### src/tvsw_pkg.sv
// ---------------------------------------------------------------------------
// tvsw_pkg
// Shared constants, register indexes and the WSS CRC helper.
// ---------------------------------------------------------------------------
package tvsw_pkg;

  // register indexes
  localparam logic [2:0] REG_WIDESCREEN = 3'd0;
  localparam logic [2:0] REG_STANDARD   = 3'd1;
  localparam logic [2:0] REG_SCALE      = 3'd2;
  localparam logic [2:0] REG_MAX_W      = 3'd3;
  localparam logic [2:0] REG_MAX_H      = 3'd4;
  localparam logic [2:0] REG_X_OFF      = 3'd5;
  localparam logic [2:0] REG_Y_OFF      = 3'd6;
  localparam logic [2:0] REG_DYN_ASP    = 3'd7;

  localparam logic [6:0]  SCALE_RST = 7'd100;
  localparam logic [11:0] MAX_W_RST = 12'd720;
  localparam logic [11:0] MAX_H_RST = 12'd576;
  localparam logic [8:0]  OFF_RST   = 9'h1ff;
  localparam logic [11:0] OUT_MAX   = 12'd4095;
  localparam logic [6:0]  PERCENT   = 7'd100;

  // default offsets per standard
  localparam logic [7:0] PAL_X_DEF  = 8'd4;
  localparam logic [7:0] PAL_Y_DEF  = 8'd4;
  localparam logic [7:0] NTSC_X_DEF = 8'd28;
  localparam logic [7:0] NTSC_Y_DEF = 8'd2;

  // WSS codes
  localparam logic [3:0]  PAL_4_3      = 4'h8;
  localparam logic [3:0]  PAL_16_9     = 4'h7;
  localparam logic [3:0]  PAL_LB_14_9  = 4'h1;
  localparam logic [3:0]  PAL_LB_16_9  = 4'hb;
  localparam logic [13:0] NTSC_4_3     = 14'h0;
  localparam logic [13:0] NTSC_16_9    = 14'h1;
  localparam logic [13:0] NTSC_LB_14_9 = 14'h0;
  localparam logic [13:0] NTSC_LB_16_9 = 14'h2;

  localparam logic [5:0] CRC_POLY   = 6'h30;
  localparam logic [5:0] CRC_PRESET = 6'h3f;

  // reciprocals for the constant divisors: q = (x * rcp) >> shift, exact
  // over the operand ranges used
  localparam int          RCP_SHIFT = 33;
  localparam logic [30:0] RCP_16    = 31'd536870912;
  localparam logic [30:0] RCP_64    = 31'd134217728;
  localparam logic [30:0] RCP_9     = 31'd954437177;
  localparam logic [30:0] RCP_6     = 31'd1431655766;
  localparam int          PCT_SHIFT = 26;
  localparam logic [19:0] RCP_PCT   = 20'd671089;

  // divider defaults
  localparam int DIV_NW = 24;
  localparam int DIV_DW = 12;
  localparam int DIV_SW = 1;

  // IEC 61880 CRC-6, LSB first, over 14 bits
  function automatic logic [5:0] crc6(input logic [13:0] data);
    logic [5:0] c;
    c = CRC_PRESET;
    for (int i = 0; i < 14; i++) begin
      if (c[0] ^ data[i]) begin
        c = (c >> 1) ^ CRC_POLY;
      end else begin
        c = c >> 1;
      end
    end
    return c;
  endfunction

endpackage

### src/tvsw_div.sv
// ---------------------------------------------------------------------------
// tvsw_div
// Pipelined restoring divider, one quotient bit per stage, side data carried.
// ---------------------------------------------------------------------------
module tvsw_div #(
  parameter int NW = tvsw_pkg::DIV_NW,
  parameter int DW = tvsw_pkg::DIV_DW,
  parameter int SW = tvsw_pkg::DIV_SW
) (
  input  logic          clk,
  input  logic          rst,
  input  logic          en,
  input  logic          vld,
  input  logic [NW-1:0] num,
  input  logic [DW-1:0] den,
  input  logic [SW-1:0] side,
  output logic          vld_o,
  output logic [NW-1:0] quo,
  output logic [SW-1:0] side_o
);
  import tvsw_pkg::*;

  logic [DW-1:0] rem_q  [NW];
  logic [NW-1:0] num_q  [NW];
  logic [NW-1:0] quo_q  [NW];
  logic [DW-1:0] den_q  [NW];
  logic [SW-1:0] side_q [NW];
  logic          vld_q  [NW];

  for (genvar k = 0; k < NW; k++) begin : g_stage
    logic [DW-1:0] rem_p;
    logic [DW-1:0] den_p;
    logic [NW-1:0] num_p;
    logic [NW-1:0] quo_p;
    logic [SW-1:0] side_p;
    logic          vld_p;
    logic [DW:0]   trial;
    logic          ge;

    if (k == 0) begin : g_first
      assign rem_p  = '0;
      assign den_p  = den;
      assign num_p  = num;
      assign quo_p  = '0;
      assign side_p = side;
      assign vld_p  = vld;
    end else begin : g_next
      assign rem_p  = rem_q[k-1];
      assign den_p  = den_q[k-1];
      assign num_p  = num_q[k-1];
      assign quo_p  = quo_q[k-1];
      assign side_p = side_q[k-1];
      assign vld_p  = vld_q[k-1];
    end

    assign trial = {rem_p, num_p[NW-1]};
    assign ge    = trial >= {1'b0, den_p};

    always_ff @(posedge clk) begin
      if (rst) begin
        vld_q[k] <= 1'b0;
      end else if (en) begin
        vld_q[k] <= vld_p;
      end
    end

    always_ff @(posedge clk) begin
      if (en) begin
        rem_q[k]  <= ge ? DW'(trial - {1'b0, den_p}) : trial[DW-1:0];
        num_q[k]  <= num_p << 1;
        quo_q[k]  <= {quo_p[NW-2:0], ge};
        den_q[k]  <= den_p;
        side_q[k] <= side_p;
      end
    end
  end

  assign vld_o  = vld_q[NW-1];
  assign quo    = quo_q[NW-1];
  assign side_o = side_q[NW-1];

endmodule

### config.mk
export PLATFORM = sky130hd
export DESIGN_NAME = tvsw_div
export DESIGN_NICKNAME = d
export VERILOG_FILES = /design/src/tvsw_pkg.sv /design/src/tvsw_div.sv
export SDC_FILE = /design/constraint.sdc
export NUM_CORES = 1
export LEC_CHECK = 0
export BUFFER_PORTS_ARGS = -buffer_cell sky130_fd_sc_hd__buf_2
export CAP_MARGIN = 20
export CORE_ASPECT_RATIO = 0.5
export CORE_MARGIN = 10
export CORE_UTILIZATION = 30
export CTS_BUF_LIST = sky130_fd_sc_hd__clkbuf_16
export CTS_CLUSTER_DIAMETER = 100
export DETAILED_ROUTE_END_ITERATION = 8
export SLEW_MARGIN = 20
export SYNTH_ARGS = -nofsm -noshare
export SYNTH_HDL_FRONTEND = slang
export SYNTH_SLANG_ARGS = --single-unit
### constraint.sdc
create_clock -name clk -period 6.5 [get_ports clk]
set_clock_uncertainty 0.15 [all_clocks]
set_input_delay 1.625 -clock clk [delete_from_list [all_inputs] [get_ports clk]]
set_output_delay 1.625 -clock clk [all_outputs]
set_load 0.01 [all_outputs]
==> key figures, run 1 <==
Timing
  – Relative slew slack: 28.3%
  – Max Freq: 302 MHz
  – Final Setup Violations: 0
  – Post-route minimum period: 3.31 ns
  – Unrepaired setup endpoints after global routing: false
  – Final setup TNS: 0 ns
  – Slew Viols, Final: 0
  – Fin crit share: 51.0%
  – Final Hold Viols: 0
  – Min Hold Slack: 0.224 ns
  – Measured slew at the worst slew-check pin: 1.07 ns
  – Setup ws final: 3.19 ns

Logic synthesis
  – Synthesized area per cell: 15.3 um2
  – Synth Area in Adders: 7.23%
  – FF+latch count, synth: 1176
  – Simple-gate share of the synthesized area: 7.19%
  – Synth warn: 0
  – Post-synthesis compound-gate area fraction: 7.98%
  – Gate Count Post-Synth: 3540
  – Synth Area in XOR/XNOR: 2.47%
  – Most numerous cell in the Yosys netlist: edfxtp_1
  – Area leader, netlist: edfxtp_1
  – Synth cell types: 67
  – Async SR Flop Fraction: 0%
  – Post-Syn Area: 0.0542 mm2
  – Sequential area share after synthesis: 65.2%
  – Synth Net Count: 3881
  – EDFF count, synth: 1176
  – Top FF cell, synth: edfxtp_1
  – Synth top area cells: edfxtp_1 65%, ha_1 6.4%, mux2_4 3.9%
  – Post-synthesis mux area share: 6.64%
  – Top-area cell type share of the netlist area: 65.2%
  – Largest family of logic cells by synthesized area: compound AO/OA/AOI/OAI gates
  – Post-synth top cells: 1176 x edfxtp_1, 366 x inv_1, 278 x ha_1

Placement
  – Hpwl dp: 59000 um
  – GPL Wtd Cong: 0.848
  – Setup WS pre-CTS: 2.68 ns
  – Placed cells: 5960
  – IO buf count: 66

GRT
  – Largest net degree at the start of global routing: 170
  – Initial antenna violation count: 0
  – First-pass GRT wire length: 144000 um
  – Number of global-route vias before repair: 29452
  – Overflow after GRT: 0
  – GRT Overall Usage: 8.43%

Layout
  – Number of nets in the layout: 4008
  – Area grow syn2layout: 12.5%
  – Layout Cells excl Fill: 6164
  – Antenna Cells: 0
  – Share of post-route cells with drive strength above 1: 15.7%

Clocking
  – Clk sinks: 1176
  – H-tree levels: 3
  – Clk Latency, worst-skew pair: 0.70 ns
  – Clock root cell: clkbuf_16
  – Setup bufs post-CTS: 0
  – CTS Buf Count: 109
  – CTS Hold Bufs: 0
  – CTS-repair resized insts: 0
  – CTS tree: yes
  – CTS Buffer Depth: 3
  – Worst-path clk slew: 0.06 ns

Floorplan
  – Chip height: 321 um
  – Die area: 0.199 mm2
  – # rows: 110
  – Core area: 0.180 mm2
  – I/O Pins: 67
  – Die width: 621 um
  – Starting Density: 30.1%

Detailed routing
  – Remaining DRCs: 0
  – DR pass1 iterations: 5
  – Via/cell ratio: 4.52
  – Overall routed net length: 87200 um
  – Via Count: 27891
  – Average wire per standard cell: 14.1 um
  – Iteration-0 DRC Markers: 1645
  – Antenna Nets Post-Route: 0

Power and ir drop
  – Psw: 7940 uW
  – VDD IR-drop max: 236 uV
  – Sequential power share: 40.6%
  – Internal power: 18600 uW
  – Sw Ratio: 29.9%
  – Clock share of power: 24.2%
  – Power per standard cell area: 436 mW/mm2
  – Leak: 0.0233 uW
  – Logic pwr share: 35.2%

Run
  – Max-Cap Viols: 0

Setup path
  – Worst setup path category: reg2reg
  – Startpoint Class: flip-flop
  – WP data arrival: 3.57 ns
  – Max FO, Critical Path: 13
  – CP required: 6.76 ns
  – Crit end category: flip-flop

Hold path
  – Worst min path class: reg2reg

Outcome
  – Status: completed
## flip-flops by register name, indices dropped and copies added (netlist names)
signal and flops:
quo_q 300, den_q 276, num_q 276, rem_q 276
side_q 24, vld_q 24
## stage by stage
| stage | power [uW] | instance area, um2 | util, % |
|---|---|---|---|
| floorplan | 18500 | 54200 | - |
| global route | 28200 | 60900 | 33.9 |
| detailed placement | 20200 | 57300 | 31.9 |
| finish | 26500 | 60900 | 33.9 |
| global placement | 19800 | 57300 | 31.9 |
| CTS | 26800 | 60900 | 33.9 |
## cells by family (layout without fill, tap and decap cells)
family          Yosys count  in the layout
compound gates          580            580
xor+xnor                153            153
fa+ha+maj               300            300
buf+inv                 432            648
flops                  1176           1176
mux                     280            280
simple gates            619            619
## per-layer routing
metal	up-vias	part of all wire (%)	wire [um]	track usage [%]
li1	13619	-	-	-
met5	-	0	0	0
met1	13543	41	36100	9.29
met3	252	3.8	3270	1.88
met2	477	51	44300	15.6
met4	0	4.1	3530	3.66
## cell type report
cell class                 instances  area, um2
clock buffer                     110       2750
clock inverter                    90        853
fill                           17142     119000
inverter                         366       1370
multi-input combinational       1932      17100
sequential                      1176      35300
tap                             2408       3010
timing repair buffer              82        556
## power groups by stage
stage / Combinational [uW] / Sequential, uW / Clock, uW
floorplan: 7770 / 10700 / 0
global placement: 8890 / 10900 / 0
detailed placement: 9270 / 10900 / 0
CTS: 9320 / 10800 / 6710
global route: 10300 / 10900 / 7010
finish: 9340 / 10800 / 6430
## cell usage in the layout (no fill, tap or decap), types with 48 or more instances in the layout
cell and instances:
o31a_1 48, nor2b_1 90, o21a_1 83, a21o_1 60
nand2_1 76, ha_1 278, buf_2 65, xnor2_1 94
mux2_4 140, mux2i_1 62, edfxtp_1 1176, nor2_1 106
a21oi_1 122, mux2_2 78, xor2_1 59, clkbuf_16 110
inv_1 388, nor3_1 64, o21ai_0 50
## path summary, 6_finish.rpt
kind,to,startpoint,slack [ns],cells after the start
worst max-delay path,rem_q[2][23],den_q[2][1],3.19,8
worst min-delay path,side_q[0][7],side_q[0][6],0.22,0
worst max register to register,rem_q[2][23],den_q[2][1],3.19,8
worst min register to register,side_q[0][7],side_q[0][6],0.22,0
## worst max-delay path, stage by stage (launching register included)
cell and delay (ns):
edfxtp_1 0.45, inv_1 0.10, ha_1 0.25, nor2b_4 0.14, o31a_1 0.30, o21ai_2 0.20
a211oi_2 0.13, nor4_4 0.89, mux2_2 0.42
No activity file was read; power rests on OpenSTA's default activity.
==> inputs of run 2 (changes only) <==
- ABC_AREA: not set -> 1
- clock period: 6.5 -> 3.1 ns (I/O delays scaled with it)
==> run 2 against run 1 <==
Effect of this change:
- clock power grew 110%
- sequential power up 110%
- area after synthesis is 6.2% higher
- count of clock-buffer cells in the layout is the same
- power increased by 110%
- first-iteration DRC count increased by 7.0%
==> key figures, run 2 <==
Outcome
  – Status: completed

Hold path
  – Worst hold endpoint: num_q[0][6]
  – WHS Path Cells: 1 (+1)
  – Hold_sp: num[6]
  – Worst min path class: in2reg

Logic synthesis
  – Synth Net Count: 5741 (+48%)
  – FF+latch count, synth: 1176 (unchanged)
  – Post-synth top cells: 1448 x nand2_1, 1176 x edfxtp_1, 1030 x inv_1
  – Most numerous cell in the Yosys netlist: nand2_1
  – Synth cell types: 33 (-51%)
  – Gate Count Post-Synth: 5400 (+53%)
  – Sequential area share after synthesis: 61.4% (-3.8 points)
  – Top-area cell type share of the netlist area: 61.4% (-3.8 points)
  – Post-Syn Area: 0.0575 mm2 (+6.2%)
  – Synthesized area per cell: 10.7 um2 (-30%)
  – EDFF count, synth: 1176 (unchanged)
  – Area leader, netlist: edfxtp_1
  – Top FF cell, synth: edfxtp_1
  – Synth warn: 0 (unchanged)
  – Synth top area cells: edfxtp_1 61%, nand2_1 9.4%, inv_1 6.7%
  – Async SR Flop Fraction: 0% (unchanged)

Timing
  – Post-route minimum period: 2.58 ns (-0.734 ns)
  – Relative slew slack: 45.5% (+17 points)
  – Fin crit share: 83.2% (+32 points)
  – Max Freq: 388 MHz (+28%)
  – Unrepaired setup endpoints after global routing: false
  – Measured slew at the worst slew-check pin: 0.809 ns (-0.258 ns)
  – Final setup TNS: 0 ns (unchanged)
  – Slew Viols, Final: 0 (unchanged)
  – Final Setup Violations: 0 (unchanged)
  – Final Hold Viols: 0 (unchanged)
  – Setup ws final: 0.521 ns (-2.67 ns)

Layout
  – Area grow syn2layout: 12.4% (about the same)
  – Commonest non-fill, non-tap cell in the layout: nand2_1
  – Antenna Cells: 0 (unchanged)
  – Multi-input logic area: 0.0177 mm2 (+3.8%)
  – Max FFs per register: 300 (unchanged)
  – Storage cell area: 0.0353 mm2 (unchanged)
  – Share of post-route cells with drive strength above 1: 8.58% (-7.1 points)
  – Number of nets in the layout: 5913 (+48%)
  – Commonest cells after routing, fill and taps aside: 1448 x nand2_1, 1176 x edfxtp_1, 1043 x inv_1
  – Top reg by flops: quo_q
  – Final Cell Area: 0.0646 mm2 (+6.1%)
  – Filler cells: 19168 (+12%)

Detailed routing
  – Remaining DRCs: 0 (unchanged)
  – Average wire per standard cell: 13.4 um (-5.2%)
  – DR pass1 iterations: 7 (+2)
  – Via Count: 35390 (+27%)
  – Via/cell ratio: 4.32 (-4.5%)
  – Overall routed net length: 110000 um (+26%)
  – Antenna Nets Post-Route: 0 (unchanged)
  – Iteration-0 DRC Markers: 1760 (+7.0%)

GRT
  – Overflow after GRT: 0 (unchanged)
  – Largest net degree at the start of global routing: 104 (-39%)
  – M1 GR Usage: 11.2% (+1.9 points)
  – GR peak layer: met2
  – Initial antenna violation count: 1 (+1)
  – M2 GR Usage: 19.7% (+4.1 points)
  – GRT Overall Usage: 10.2% (+1.8 points)
  – Met3 usage: 1.79% (-0.090 points)
  – First-pass GRT wire length: 179000 um (+24%)
  – Number of global-route vias before repair: 35906 (+22%)

Clocking
  – Clk Latency, worst-skew pair: 0.75 ns (+0.05 ns)
  – CTS Hold Bufs: 8 (+8)
  – CTS Buf Count: 110 (+0.92%)
  – Worst-path clk slew: 0.07 ns (about the same)
  – CTS Buffer Depth: 3 (unchanged)
  – CTS tree: yes
  – Clock root cell: clkbuf_16
  – Clk sinks: 1176 (unchanged)
  – Setup bufs post-CTS: 0 (unchanged)
  – CTS-repair resized insts: 0 (unchanged)
  – H-tree levels: 3 (unchanged)

Floorplan
  – Die width: 639 um (+2.9%)
  – # rows: 113 (+2.7%)
  – Die area: 0.211 mm2 (+5.9%)
  – I/O Pins: 67 (unchanged)
  – Chip height: 330 um (+2.8%)
  – Starting Density: 30.3% (+0.10 points)
  – Core area: 0.190 mm2 (+5.8%)

Setup path
  – Crit-path slowest cell: edfxtp_1
  – Startpoint Class: flip-flop
  – Crit-path leading delay family: simple AND/OR/NAND/NOR gates
  – Setup crit start: rem_q[2][66]
  – Largest stage delay on the critical path: 0.44 ns (-0.45 ns)
  – CP cell instances: ha_1 -> nand2_1 -> inv_1 -> nand2_1 -> nand2_1 -> a21oi_4 -> nand3_2 -> nand3_1 -> nand2_1
  – Worst r2r path cells: 9 (+1)
  – CP most frequent cell: nand2_1
  – Max FO, Critical Path: 20 (+7)
  – CP bufs+invs: 1 (unchanged)
  – Crit end category: flip-flop
  – Reg2reg end: rem_q[2][80]
  – CP required: 3.37 ns (-3.39 ns)
  – Worst setup path category: reg2reg
  – R2R Path Start: rem_q[2][66]
  – Flop2flop setup slack: 0.52 ns (-2.67 ns)
  – WP data arrival: 2.85 ns (-0.72 ns)

Placement
  – GPL Wtd Cong: 0.861 (+1.6%)
  – Setup WS pre-CTS: 0.601 ns (-2.08 ns)
  – IO buf count: 66 (unchanged)
  – Hpwl dp: 81300 um (+38%)
  – Placed cell area: 0.0609 mm2 (+6.3%)

Power and ir drop
  – Power per standard cell area: 864 mW/mm2 (+98%)
  – Leak: 0.0281 uW (+21%)
  – VDD IR-drop max: 613 uV (+160%)

Run
  – Max-Cap Viols: 0 (unchanged)
## run 2: cell type report
class                   instances  share of cell area [%]
clock buffers                 110                    4.26
clock inverters                94                    1.37
inverters                    1035                    6.01
multi-input cells            3136                    27.4
flip-flops and latches       1176                    54.6
well taps                    2530                    4.90
repair buffers                113                    1.40
## run 2: worst max-delay path by stage
stage	to	slack [ns]	cells past startpoint
after floorplan	rem_q[0][11]	1.05	9
after global placement	rem_q[2][38]	0.61	6
after detailed placement	rem_q[2][36]	0.60	7
after CTS	rem_q[2][80]	0.51	9
after global routing	rem_q[2][81]	0.36	9
final	rem_q[2][80]	0.52	9
## run 2: report_power, final
part / internal, uW / switching [uW]
registers: 21300 / 1400
clock network: 7410 / 6320
logic: 6870 / 12600
total: 35600 / 20300
## run 2: cells by family (layout without fill, tap and decap cells)
logic type / count (synthesis) / count (layout) / share of synthesized area, %
compound gates: 262 / 262 / 2.89
buf+inv: 1088 / 1352 / 7.79
flops: 1176 / 1176 / 61.4
fa+ha+maj: 300 / 300 / 6.81
simple gates: 2456 / 2456 / 19.3
xor+xnor: 118 / 118 / 1.80
## run 2: worst reg2reg max path, stage by stage, from the launching register on
cell	delay, ns
edfxtp_1	0.44
ha_1	0.40
nand2_1	0.16
inv_1	0.05
nand2_1	0.06
nand2_1	0.09
a21oi_4	0.22
nand3_2	0.38
nand3_1	0.20
nand2_1	0.09
## run 2: stage by stage
| step | hold WS, ns | utilization [%] | std cells | total power [uW] |
|---|---|---|---|---|
| 2_1_floorplan | 0.250 | - | 5400 | 38300 |
| 3_3_place_gp | 0.250 | 32.0 | 7982 | 42500 |
| 3_5_place_dp | 0.255 | 32.0 | 7982 | 42700 |
| 4_1_cts | 0.000342 | 34.0 | 8194 | 56700 |
| 5_1_grt | 0.0182 | 34.0 | 8194 | 60400 |
| 6_report | 0.0790 | 34.0 | 8194 | 55900 |
## run 2: routing by layer
layer  up-vias  wire [um]
li1      18291          -
met1     16419      44700
met2       433      57700
met3       247       3180
met4         0       4290
met5         -          0
